<file path="src/rtl/core/otach_pkg.sv">
`timescale 1ns / 1ps
// Shared types and constants for the optical tachometer.
// No dependencies; imported by the divider and the top level.
package otach_pkg;

  localparam int NUM_SENSORS   = 2;
  localparam int HISTORY_DEPTH = 8;

  // Input word kinds
  localparam logic [1:0] KIND_SAMPLE = 2'd0;
  localparam logic [1:0] KIND_TICK   = 2'd1;
  localparam logic [1:0] KIND_ARM    = 2'd2;

  // Register indexes (paddr[3:2])
  localparam logic [1:0] REG_RPM_NUM    = 2'd0;
  localparam logic [1:0] REG_CHANGE_MIN = 2'd1;
  localparam logic [1:0] REG_MARGIN     = 2'd2;

  localparam logic [31:0] RPM_NUM_RESET    = 32'd187500000;
  localparam logic [7:0]  CHANGE_MIN_RESET = 8'd10;
  localparam logic [6:0]  MARGIN_RESET     = 7'd5;
  localparam logic [7:0]  HIGH_THR_RESET   = 8'd5;

  localparam logic [31:0] TICKS_MAX = 32'hFFFF_FFFF;

  typedef struct packed {
    logic [1:0] kind;
    logic       sensor;
    logic [9:0] adc_sample;
  } in_word_t;

  typedef struct packed {
    logic        sensor_out;
    logic        level;
    logic        edge_detected;
    logic        rpm_valid;
    logic [31:0] rpm_x10;
    logic [2:0]  rpm_slot;
    logic [1:0]  anim_phase;
    logic        measure_done;
    logic [7:0]  threshold_high;
    logic [7:0]  threshold_low;
  } out_word_t;

  typedef struct packed {
    logic busy;
    logic done;
  } div_status_t;

  typedef enum logic [1:0] {
    ST_IDLE,
    ST_EVAL,
    ST_DIV,
    ST_OUT
  } tach_state_t;

endpackage

</file>
<file path="src/rtl/core/otach_div.sv">
`timescale 1ns / 1ps
// Restoring 32-bit unsigned divider, one quotient bit per cycle.
// Depends on otach_pkg for the status struct.
module otach_div import otach_pkg::*; (
  input  logic        clk,
  input  logic        rst_n,
  input  logic        start,
  input  logic [31:0] dividend,
  input  logic [31:0] divisor,
  output logic [31:0] quotient,
  output div_status_t status
);

  logic [31:0] rem_r, rem_nxt;
  logic [31:0] quo_r, quo_nxt;
  logic [31:0] dvs_r;
  logic [4:0]  cnt_r;
  logic        busy_r;
  logic        done_r;
  logic [32:0] shifted;
  logic        ge;

  always_comb begin
    shifted = {rem_r, quo_r[31]};
    ge      = shifted >= {1'b0, dvs_r};
    rem_nxt = ge ? 32'(shifted - {1'b0, dvs_r}) : shifted[31:0];
    quo_nxt = {quo_r[30:0], ge};
  end

  always_ff @(posedge clk) begin
    if (!rst_n) begin
      busy_r <= 1'b0;
      done_r <= 1'b0;
      cnt_r  <= '0;
    end else begin
      done_r <= 1'b0;
      if (start) begin
        busy_r <= 1'b1;
        cnt_r  <= '0;
      end else if (busy_r) begin
        cnt_r <= cnt_r + 5'd1;
        if (cnt_r == 5'd31) begin
          busy_r <= 1'b0;
          done_r <= 1'b1;
        end
      end
    end
  end

  always_ff @(posedge clk) begin
    if (start) begin
      rem_r <= '0;
      quo_r <= dividend;
      dvs_r <= divisor;
    end else if (busy_r) begin
      rem_r <= rem_nxt;
      quo_r <= quo_nxt;
    end
  end

  assign quotient    = quo_r;
  assign status.busy = busy_r;
  assign status.done = done_r;

`ifndef NO_ASSERTIONS
  a_start_idle: assert property (@(posedge clk) disable iff (!rst_n)
    start |-> !busy_r) else $error("divider started while busy");
  a_last_step: assert property (@(posedge clk) disable iff (!rst_n)
    (busy_r && !start && cnt_r == 5'd31) |=> (done_r && !busy_r))
    else $error("divider missed its done pulse");
  a_done_alone: assert property (@(posedge clk) disable iff (!rst_n)
    done_r |-> !busy_r) else $error("divider done while still busy");
`endif

endmodule

</file>
<file path="src/rtl/core/optical_tachometer_adaptive_hysteresis_unit.sv">
`timescale 1ns / 1ps
// An accepted sample word is held in in_r, evaluated into res_r in ST_EVAL, sent
// through the shared restoring divider in ST_DIV when it yields an rpm value, and
// loaded into the output register in ST_OUT once it is free. Tick and arm words are
// taken back to back while idle; a sample blocks in_ready until its result is loaded.
// Reset (rst_n, synchronous): registers to defaults, done flag set, all sensors low.
module optical_tachometer_adaptive_hysteresis_unit import otach_pkg::*; (
  input  logic        clk,
  input  logic        rst_n,
  input  logic        in_valid,
  output logic        in_ready,
  input  in_word_t    in_data,
  output logic        out_valid,
  input  logic        out_ready,
  output out_word_t   out_data,
  input  logic        psel,
  input  logic        penable,
  input  logic        pwrite,
  input  logic [3:0]  paddr,
  input  logic [31:0] pwdata,
  output logic [31:0] prdata,
  output logic        pready
);

  // Configuration registers
  logic [31:0] rpm_num_r;
  logic [7:0]  change_min_r;
  logic [6:0]  margin_r;

  // Shared measurement state
  logic [31:0] elapsed_r;
  logic        first_r;
  logic        done_r;

  // Per-sensor state
  logic       lvl_r   [NUM_SENSORS];
  logic [7:0] hi_r    [NUM_SENSORS];
  logic [7:0] lo_r    [NUM_SENSORS];
  logic [7:0] hn_r    [NUM_SENSORS];
  logic [7:0] ho_r    [NUM_SENSORS];
  logic [2:0] ring_r  [NUM_SENSORS];
  logic [1:0] anim_r  [NUM_SENSORS];

  tach_state_t state_r, state_nxt;
  in_word_t    in_r;
  out_word_t   res_r, res_nxt;
  out_word_t   out_r, out_nxt;
  logic        out_valid_r;

  logic        accept, sens_ok, out_load, div_start;
  logic        s;
  logic [7:0]  v;
  logic        rise, fall, div_go, upd;
  logic        lvl_nxt;
  logic [7:0]  hi_nxt, lo_nxt;
  logic [2:0]  ring_nxt;
  logic [1:0]  anim_nxt;
  logic        first_nxt, done_nxt;
  logic [7:0]  diff;
  logic [8:0]  avg, hi_sum;
  logic [31:0] quotient;
  div_status_t div_stat;

  assign pready = 1'b1;
  assign accept = in_valid && in_ready;
  assign sens_ok = int'(in_data.sensor) < NUM_SENSORS;

  always_ff @(posedge clk) begin
    if (!rst_n) begin
      rpm_num_r    <= RPM_NUM_RESET;
      change_min_r <= CHANGE_MIN_RESET;
      margin_r     <= MARGIN_RESET;
    end else if (psel && penable && pwrite && pready) begin
      case (paddr[3:2])
        REG_RPM_NUM:    rpm_num_r    <= pwdata;
        REG_CHANGE_MIN: change_min_r <= pwdata[7:0];
        REG_MARGIN:     margin_r     <= pwdata[6:0];
        default: ;
      endcase
    end
  end

  always_comb begin
    case (paddr[3:2])
      REG_RPM_NUM:    prdata = rpm_num_r;
      REG_CHANGE_MIN: prdata = {24'd0, change_min_r};
      REG_MARGIN:     prdata = {25'd0, margin_r};
      default:        prdata = '0;
    endcase
  end

  // Sample evaluation for the held word
  always_comb begin
    s        = in_r.sensor;
    v        = in_r.adc_sample[9:2];
    rise     = (v > hi_r[s]) && !lvl_r[s];
    lvl_nxt  = rise ? 1'b1 : lvl_r[s];
    first_nxt = first_r;
    done_nxt  = done_r;
    div_go    = 1'b0;
    ring_nxt  = ring_r[s];
    anim_nxt  = anim_r[s];
    res_nxt   = '0;
    if (rise) begin
      anim_nxt = anim_r[s] + 2'd1;
      if (first_r) begin
        first_nxt = 1'b0;
      end else if (!done_r) begin
        done_nxt = 1'b1;
        if (elapsed_r != '0) begin
          div_go           = 1'b1;
          res_nxt.rpm_slot = ring_r[s];
          ring_nxt = ({1'b0, ring_r[s]} + 4'd1 >= 4'(HISTORY_DEPTH)) ?
                     3'd0 : ring_r[s] + 3'd1;
        end
      end
    end
    fall = (v < lo_r[s]) && lvl_nxt;
    if (fall) begin
      lvl_nxt = 1'b0;
    end
    diff   = (v > hn_r[s]) ? v - hn_r[s] : hn_r[s] - v;
    upd    = diff > change_min_r;
    avg    = ({1'b0, v} + {1'b0, hn_r[s]}) >> 1;
    hi_sum = avg + {2'b00, margin_r};
    hi_nxt = upd ? ((hi_sum > 9'd255) ? 8'hFF : hi_sum[7:0]) : hi_r[s];
    lo_nxt = upd ? ((avg >= {2'b00, margin_r}) ? 8'(avg - {2'b00, margin_r}) : 8'd0)
                 : lo_r[s];
    res_nxt.sensor_out     = s;
    res_nxt.level          = lvl_nxt;
    res_nxt.edge_detected  = rise;
    res_nxt.rpm_valid      = div_go;
    res_nxt.anim_phase     = anim_nxt;
    res_nxt.measure_done   = done_nxt;
    res_nxt.threshold_high = hi_nxt;
    res_nxt.threshold_low  = lo_nxt;
  end

  always_comb begin
    state_nxt = state_r;
    in_ready  = 1'b0;
    div_start = 1'b0;
    out_load  = 1'b0;
    case (state_r)
      ST_IDLE: begin
        in_ready = 1'b1;
        if (in_valid && in_data.kind == KIND_SAMPLE && sens_ok) begin
          state_nxt = ST_EVAL;
        end
      end
      ST_EVAL: begin
        div_start = div_go;
        state_nxt = div_go ? ST_DIV : ST_OUT;
      end
      ST_DIV: begin
        if (div_stat.done) begin
          state_nxt = ST_OUT;
        end
      end
      ST_OUT: begin
        if (!out_valid_r || out_ready) begin
          out_load  = 1'b1;
          state_nxt = ST_IDLE;
        end
      end
      default: state_nxt = ST_IDLE;
    endcase
  end

  always_ff @(posedge clk) begin
    if (!rst_n) begin
      state_r     <= ST_IDLE;
      out_valid_r <= 1'b0;
      elapsed_r   <= '0;
      first_r     <= 1'b0;
      done_r      <= 1'b1;
      for (int i = 0; i < NUM_SENSORS; i++) begin
        lvl_r[i]  <= 1'b0;
        hi_r[i]   <= HIGH_THR_RESET;
        lo_r[i]   <= '0;
        hn_r[i]   <= '0;
        ho_r[i]   <= '0;
        ring_r[i] <= '0;
        anim_r[i] <= '0;
      end
    end else begin
      state_r <= state_nxt;
      if (out_load) begin
        out_valid_r <= 1'b1;
      end else if (out_ready) begin
        out_valid_r <= 1'b0;
      end
      if (accept && in_data.kind == KIND_TICK && elapsed_r != TICKS_MAX) begin
        elapsed_r <= elapsed_r + 32'd1;
      end
      if (accept && in_data.kind == KIND_ARM) begin
        first_r <= 1'b1;
        done_r  <= 1'b0;
      end
      if (state_r == ST_EVAL) begin
        // commit the sample's effect on the sensor and the shared counter
        if (rise) begin
          elapsed_r <= '0;
        end
        first_r   <= first_nxt;
        done_r    <= done_nxt;
        lvl_r[s]  <= lvl_nxt;
        hi_r[s]   <= hi_nxt;
        lo_r[s]   <= lo_nxt;
        ring_r[s] <= ring_nxt;
        anim_r[s] <= anim_nxt;
        if (upd) begin
          ho_r[s] <= hn_r[s];
          hn_r[s] <= v;
        end
      end
    end
  end

  // Merge the quotient into the held result word
  always_comb begin
    out_nxt         = res_r;
    out_nxt.rpm_x10 = res_r.rpm_valid ? quotient : 32'd0;
  end

  always_ff @(posedge clk) begin
    if (accept) begin
      in_r <= in_data;
    end
    if (state_r == ST_EVAL) begin
      res_r <= res_nxt;
    end
    if (out_load) begin
      out_r <= out_nxt;
    end
  end

  otach_div u_div (
    .clk      (clk),
    .rst_n    (rst_n),
    .start    (div_start),
    .dividend (rpm_num_r),
    .divisor  (elapsed_r),
    .quotient (quotient),
    .status   (div_stat)
  );

  assign out_valid = out_valid_r;
  assign out_data  = out_r;

`ifndef NO_ASSERTIONS
  a_div_wait: assert property (@(posedge clk) disable iff (!rst_n)
    (state_r == ST_DIV) |-> (div_stat.busy || div_stat.done))
    else $error("waiting on an idle divider");
  a_rpm_edge: assert property (@(posedge clk) disable iff (!rst_n)
    (out_valid_r && out_r.rpm_valid) |-> (out_r.edge_detected && out_r.measure_done))
    else $error("rpm word without a finishing edge");
  a_rpm_zero: assert property (@(posedge clk) disable iff (!rst_n)
    (out_valid_r && !out_r.rpm_valid) |-> (out_r.rpm_x10 == '0 && out_r.rpm_slot == '0))
    else $error("rpm fields set without rpm_valid");
  a_tick_count: assert property (@(posedge clk) disable iff (!rst_n)
    (accept && in_data.kind == KIND_TICK && elapsed_r != TICKS_MAX)
    |=> (elapsed_r == $past(elapsed_r) + 32'd1))
    else $error("tick counter did not advance");
`endif

endmodule
</file>
<file path="config.mk">
export PLATFORM = sky130hd
export DESIGN_NAME = optical_tachometer_adaptive_hysteresis_unit
export DESIGN_NICKNAME = d
export VERILOG_FILES = /design/src/rtl/core/otach_pkg.sv /design/src/rtl/core/otach_div.sv /design/src/rtl/core/optical_tachometer_adaptive_hysteresis_unit.sv
export SDC_FILE = /design/constraint.sdc
export NUM_CORES = 1
export LEC_CHECK = 0
export BUFFER_PORTS_ARGS = -buffer_cell sky130_fd_sc_hd__buf_4
export CAP_MARGIN = 20
export CORE_UTILIZATION = 60
export DETAILED_ROUTE_END_ITERATION = 8
export GPL_TIMING_DRIVEN = 0
export PLACE_DENSITY = 0.79
export SLEW_MARGIN = 40
export SYNTH_ARGS = -nofsm -noshare
export SYNTH_HDL_FRONTEND = slang
export SYNTH_SLANG_ARGS = --single-unit
</file>
<file path="constraint.sdc">
create_clock -name clk -period 10.1 [get_ports clk]
set_clock_uncertainty 0.2 [all_clocks]
set_input_delay 0.505 -clock clk [delete_from_list [all_inputs] [get_ports clk]]
set_output_delay 0.505 -clock clk [all_outputs]
set_load 0.02 [all_outputs]
</file>
==> summary.txt, run 1 <==
Timing
  • Final Hold Violating Endpoints: 0
  • Unrepaired setup endpoints after global routing: false
  • Setup total negative slack: 0 ns
  • Final critical-path share of the clock period: 74.7%
  • Pins over their slew limit: 0
  • Hold_ws: 0.00489 ns
  • Slew at the pin closest to its max-slew limit: 0.818 ns
  • Finish-stage setup viols: 0
  • Fin crit period: 7.55 ns
  • Worst slew margin: 45.3%
  • Peak Freq: 132 MHz

Route
  • Met3 WL: 3150 microns
  • Via count: 13700
  • Met2 Wirelength: 20900 microns
  • Detail Route Antenna Nets: 0
  • Residual DRC count: 0
  • Drt pass-1 iters: 5
  • Total Routed Length: 45200 microns
  • Per-cell routed wire length: 19.2 microns
  • Uppermost routed layer: met4
  • Vias/cell: 5.83
  • DRT iter0 DRCs: 1378
  • Met1 WL: 20000 microns

Worst setup path
  • WS Path Type: reg2reg
  • Req. time, crit path: 10.14 ns
  • FF-to-FF path depth: 26
  • Critical Path End Type: flop
  • CP Launch Type: flop
  • Arr. time, crit path: 7.59 ns
  • Worst Path Max Fanout: 10

Placed design
  • Dpl cells: 2274
  • Port Buffers: 143
  • Hpwl dp: 33000 microns
  • GPL Wtd Cong: 0.935

Status
  • Outcome: completed

Global routing
  • Gr ovfl total: 0
  • Vias in the first global route: 13100
  • Largest net degree at the start of global routing: 42
  • Global-route wire length before repair: 71000 microns
  • Initial antenna violation count: 0
  • GRT Overall Usage: 30.0%

CTS
  • H-tree depth: 2
  • Clock Sinks: 341
  • Clock Pin Slew Worst Setup and Hold Paths: 0.06 ns
  • Root buf cell: clkbuf_16
  • TritonCTS Buffers: 35
  • Post-CTS sizing: 0
  • Maximum root-to-sink buffer count: 3
  • CTS tree: built
  • Clk_lat worst skew: 0.53 ns

Power and ir drop
  • Sw Share: 38.6%
  • Max VDD drop: 0.220 mV
  • Flop pwr share: 33.8%
  • Combinational fraction of design power: 43.7%
  • Leak: 8.37 nW
  • Pint: 0.00339 W
  • Switch Pwr: 0.00213 W
  • Clock power share: 22.5%
  • Cell Pwr Density: 267 mW/mm^2

Yosys
  • Yosys warnings: 0
  • Post-Syn Nets: 1906
  • Synth Area per Inst: 10.2 sq um
  • Mapped Area: 0.0177 sq mm
  • Syn Inst Count: 1743
  • #FFs+latches synth: 341
  • Post-synth ARST share: 0%
  • Sequential-to-total area share from yosys stat: 50.7%
  • Synth unique cells: 88
  • Post-synth EDFFs: 215
  • Top_reg_cell synth: edfxtp_1

Job
  • Max Cap Viol: 0

Final layout
  • N_diodes: 0
  • Syn-to-layout area delta: 16.6%
  • Fillcell total: 2114
  • Layout cell share with drive strength beyond 1: 12.9%
  • Area of the multi-input gates: 0.00799 sq mm
  • Sequential cell area: 0.00898 sq mm
  • Fin cells: 2355
  • Nets@finish: 2107
  • Fin util: 71.6%

Floorplanning
  • Initial Utilization: 61.4%
  • Die Area: 0.0302 sq mm
  • Row cnt: 62
  • Io pins: 149
  • Area of the core: 0.0289 sq mm
  • DIE HEIGHT: 174 microns
  • Die W: 174 microns

Worst hold path
  • Worst hold path class: in2reg
  • WHS Path Cells: 3
## critical path, cell delays in order (launching register included)
cell	delay, ns
dfxtp_1	0.30
clkbuf_1	0.22
buf_1	0.60
buf_2	0.44
buf_2	0.40
mux2i_1	0.19
inv_1	0.12
ha_1	0.16
inv_1	0.06
fa_1	0.38
a21o_1	0.17
a21oi_1	0.19
nor2b_1	0.12
o221ai_4	0.38
mux2_2	0.39
o21ai_1	0.29
a211oi_1	0.13
o21ai_0	0.21
xnor2_1	0.16
ha_1	0.28
nand3_1	0.11
a21oi_1	0.06
a211o_1	0.30
nand2_1	0.22
clkbuf_1	0.58
clkbuf_1	0.48
nor3_1	0.11
## routing by layer
| metal | GRT usage [%] | up-vias |
|---|---|---|
| met4 | 9.21 | 0 |
| met5 | 0 | - |
| met3 | 4.43 | 83 |
| met1 | 42.0 | 6551 |
| li1 | - | 6540 |
| met2 | 48.2 | 551 |
## synthesized netlist by cell type, drive strengths merged, types with 41 or more instances
cell	number	area (sq um)
nand3	41	215
a21oi	96	488
o21ai	69	353
mux2i	68	681
edfxtp	215	6460
nand2	227	855
inv	118	443
dfxtp	126	2520
clkbuf	51	193
nor2	133	499
and2	73	457
ha	101	1260
## power by group through the flow
stage	sequential, W	clock (W)	combinational, W
after floorplan	0.00186	0	0.00174
after global placement	0.00188	0	0.00230
after detailed placement	0.00189	0	0.00236
after CTS	0.00186	0.00125	0.00238
after global routing	0.00188	0.00130	0.00265
final	0.00186	0.00124	0.00241
## kinds of logic after synthesis
group                      Yosys count  share of synthesized area, %
muxes                               77                          4.41
adders and majority gates          107                          7.81
other                                1                        0.0212
xor gates and xnor gates            75                          3.71
AOI/OAI and AO/OA                  309                          11.5
DFF                                341                          50.7
buffers and inverters              195                          4.38
and+or+nand+nor                    638                          17.5
## per-stage QoR
step | power [W] | worst slack, ns | instance area (sq um)
after floorplan | 0.00360 | 3.87 | 17700
after global routing | 0.00582 | 2.09 | 20700
after CTS | 0.00549 | 2.65 | 20700
after global placement | 0.00419 | 2.33 | 19300
final | 0.00552 | 2.55 | 20700
after detailed placement | 0.00425 | 2.69 | 19400
## final timing paths
path                    start            to  slack [ns]
setup reg to reg         flop    hn_r[0][3]        2.55
hold reg to reg   out_nxt[11]  out_data[11]        0.22
hold / removal      pwdata[7]  rpm_num_r[7]       0.005
setup / recovery         flop    hn_r[0][3]        2.55
## cell type report
cell class / count / area share [%]
inverter: 118 / 2.14
buffer: 77 / 1.64
tap: 384 / 2.33
timing repair buffer: 164 / 6.55
sequential: 341 / 43.5
clock buffer: 47 / 4.51
clock inverter: 17 / 0.696
multi-input combinational: 1207 / 38.7
## layout by cell type, fill, tap and decap left out, drive strengths merged, types with 10 or more instances in the layout
cell type and count:
a21boi 20, a21o 20, a21oi 96, and2 73, and3 18, buf 173
clkbuf 98, clkinv 10, dfxtp 126, dlygate4sd3 17, edfxtp 215, ha 101
inv 122, mux2i 68, nand2 227, nand2b 15, nand3 41, nand4 23
nor2 133, nor2b 23, nor3 36, nor4 14, o211ai 10, o21a 10
o21ai 69, o21bai 12, xnor2 38, xor2 37
## registers in the layout (all words and copies together), names as in the netlist, 26 cells and up, named ones only
name and cells:
elapsed_r 32, out_data 58, out_nxt 26, rpm_num_r 32
u_div.dvs_r 32, u_div.quotient 32, u_div.rem_r 32
## repair_timing
action / 4_1_cts / 5_1_grt
endpoints found under the hold margin: 17 / 0
buffers inserted: 0 / 0
hold buffers: 17 / 0
Power figures use the tool's default switching activity.
==> inputs of run 2 (changes only) <==
- clock period: 10.1 -> 7.45 ns (I/O delays scaled with it)
==> summary.txt, run 2 (synthesis gave the netlist of run 1 again) <==
Power and ir drop
  • Leak: 8.48 nW
  • Max VDD drop: 0.298 mV
  • Cell Pwr Density: 359 mW/mm^2
  • Overall Power: 0.00750 W

Route
  • Detail Route Antenna Nets: 0
  • Vias/cell: 5.83
  • Residual DRC count: 0
  • DRT iter0 DRCs: 1451
  • Per-cell routed wire length: 19.5 microns
  • Drt pass-1 iters: 5
  • Total Routed Length: 46300 microns
  • Via count: 13900

Placed design
  • Hpwl dp: 33000 microns
  • Port Buffers: 143
  • GPL Wtd Cong: 0.935
  • Dpl cell area: 0.0194 sq mm

Final layout
  • Layout cell share with drive strength beyond 1: 12.9%
  • Syn-to-layout area delta: 18.0%
  • Commonest non-fill, non-tap cell in the layout: nand2_1
  • Final instance area: 0.0209 sq mm
  • N_diodes: 0
  • Commonest non-fill, non-tap cells in the layout: nand2_1 (224), edfxtp_1 (215), buf_4 (147), nor2_1 (133), dfxtp_1 (126)
  • Nets@finish: 2131
  • Max FFs per register: 58
  • Fillcell total: 2070

Global routing
  • Largest net degree at the start of global routing: 42
  • Global-route wire length before repair: 72600 microns
  • Gr ovfl total: 0
  • GRT Overall Usage: 30.6%
  • Initial antenna violation count: 0
  • Vias in the first global route: 13400

Worst hold path
  • Hold endpoint: rpm_num_r[0]
  • Worst hold path class: in2reg
  • Hold_sp: paddr[2]
  • WHS Path Cells: 4

Floorplanning
  • Area of the core: 0.0289 sq mm
  • Row cnt: 62
  • Io pins: 149
  • Die W: 174 microns
  • DIE HEIGHT: 174 microns
  • Initial Utilization: 61.4%
  • Die Area: 0.0302 sq mm

Timing
  • Fin crit period: 7.00 ns
  • Worst slew margin: 47.4%
  • Final critical-path share of the clock period: 93.9%
  • Peak Freq: 143 MHz
  • Finish-stage setup viols: 0
  • Unrepaired setup endpoints after global routing: false
  • Pins over their slew limit: 0
  • Slew at the pin closest to its max-slew limit: 0.787 ns
  • Final Hold Violating Endpoints: 0

CTS
  • Clock Sinks: 341
  • Maximum root-to-sink buffer count: 3
  • Clock Pin Slew Worst Setup and Hold Paths: 0.06 ns
  • Root buf cell: clkbuf_16
  • CTS tree: built
  • H-tree depth: 2
  • TritonCTS Buffers: 35
  • Clk_lat worst skew: 0.53 ns

Worst setup path
  • Worst R2R End: hn_r[0][6]
  • Req. time, crit path: 7.40 ns
  • R2R setup slack: 0.45 ns
  • FF-to-FF path depth: 25
  • CP Launch Type: flop
  • Worst Path Max Fanout: 10
  • Arr. time, crit path: 6.94 ns
  • Critical Path End Type: flop
  • WS Path Type: reg2reg

Status
  • Outcome: completed

Job
  • Max Cap Viol: 0
==> run 2: cell count changes in the layout (fill, tap and decap cells not counted), sizes merged <==
cell / delta
buf: -1
clkbuf: +1
dlygate4sd3: +24
==> run 2: cell type report <==
class | instances | area, sq um | share of cell area (%)
Clock buffer | 47 | 931 | 4.45
Inverter | 118 | 443 | 2.12
Timing Repair Buffer | 188 | 1590 | 7.63
Sequential cell | 341 | 8980 | 43.0
Buffer | 77 | 342 | 1.63
Multi-Input combinational cell | 1207 | 7990 | 38.2
Tap cell | 384 | 480 | 2.30
Clock inverter | 17 | 144 | 0.688
==> run 2: how the worst max path moves through the flow <==
stage / endpoint / cells past startpoint / start
floorplan: hn_r[1][0] / 25 / flop
global placement: hn_r[1][7] / 25 / flop
detailed placement: hn_r[0][1] / 26 / flop
CTS: hn_r[0][3] / 26 / flop
global route: hn_r[0][6] / 25 / flop
finish: hn_r[0][6] / 25 / flop
==> run 2: where the power goes <==
group	switching (W)	internal (W)
registers	0.000153	0.00237
logic	0.00201	0.00128
clock network	0.000730	0.000954
==> run 2: what timing repair did <==
| action | in CTS | in global routing |
|---|---|---|
| resized for setup | 0 | 5 |
| endpoints found under the hold margin | 57 | 0 |
| setup endpoints to repair | 0 | 66 |
| hold buffers | 41 | 0 |
| buffers inserted | 0 | 0 |
==> run 2: per-stage QoR <==
stage               hold WS [ns]  std cells  setup slack [ns]  util [%]  TNS, ns
finish                    0.0244       2379             0.453      72.4        0
CTS                      0.00457       2379           0.00469      72.4        0
global route              0.0501       2379           0.00384      72.4        0
floorplan                  0.200       1743              1.22         -        0
detailed placement         0.205       2274            0.0448      67.3        0
global placement           0.203       2270            -0.319      66.8    -5.04
==> run 2: layer usage <==
metal	GRT usage (%)	routed length, microns	vias to the layer above
met1	42.6	20300	6643
met2	50.0	21600	552
met3	4.01	3170	91
li1	-	-	6586
met5	0	0	-
met4	9.65	1220	0
==> run 2: critical path, stage by stage (launching register included) <==
cell,delay [ns]
dfxtp_1,0.30
clkbuf_1,0.22
clkbuf_2,0.37
buf_2,0.38
buf_2,0.41
mux2i_1,0.19
inv_1,0.12
ha_1,0.16
inv_1,0.06
fa_1,0.38
a21o_1,0.17
a21oi_1,0.19
nor2b_1,0.12
o221ai_4,0.38
mux2_2,0.42
a22o_1,0.23
a211oi_1,0.17
o21ai_0,0.13
xnor2_1,0.15
ha_1,0.32
nand3_1,0.10
a21oi_1,0.18
a211o_1,0.16
nand2_1,0.18
clkbuf_2,0.31
o21ai_2,0.60
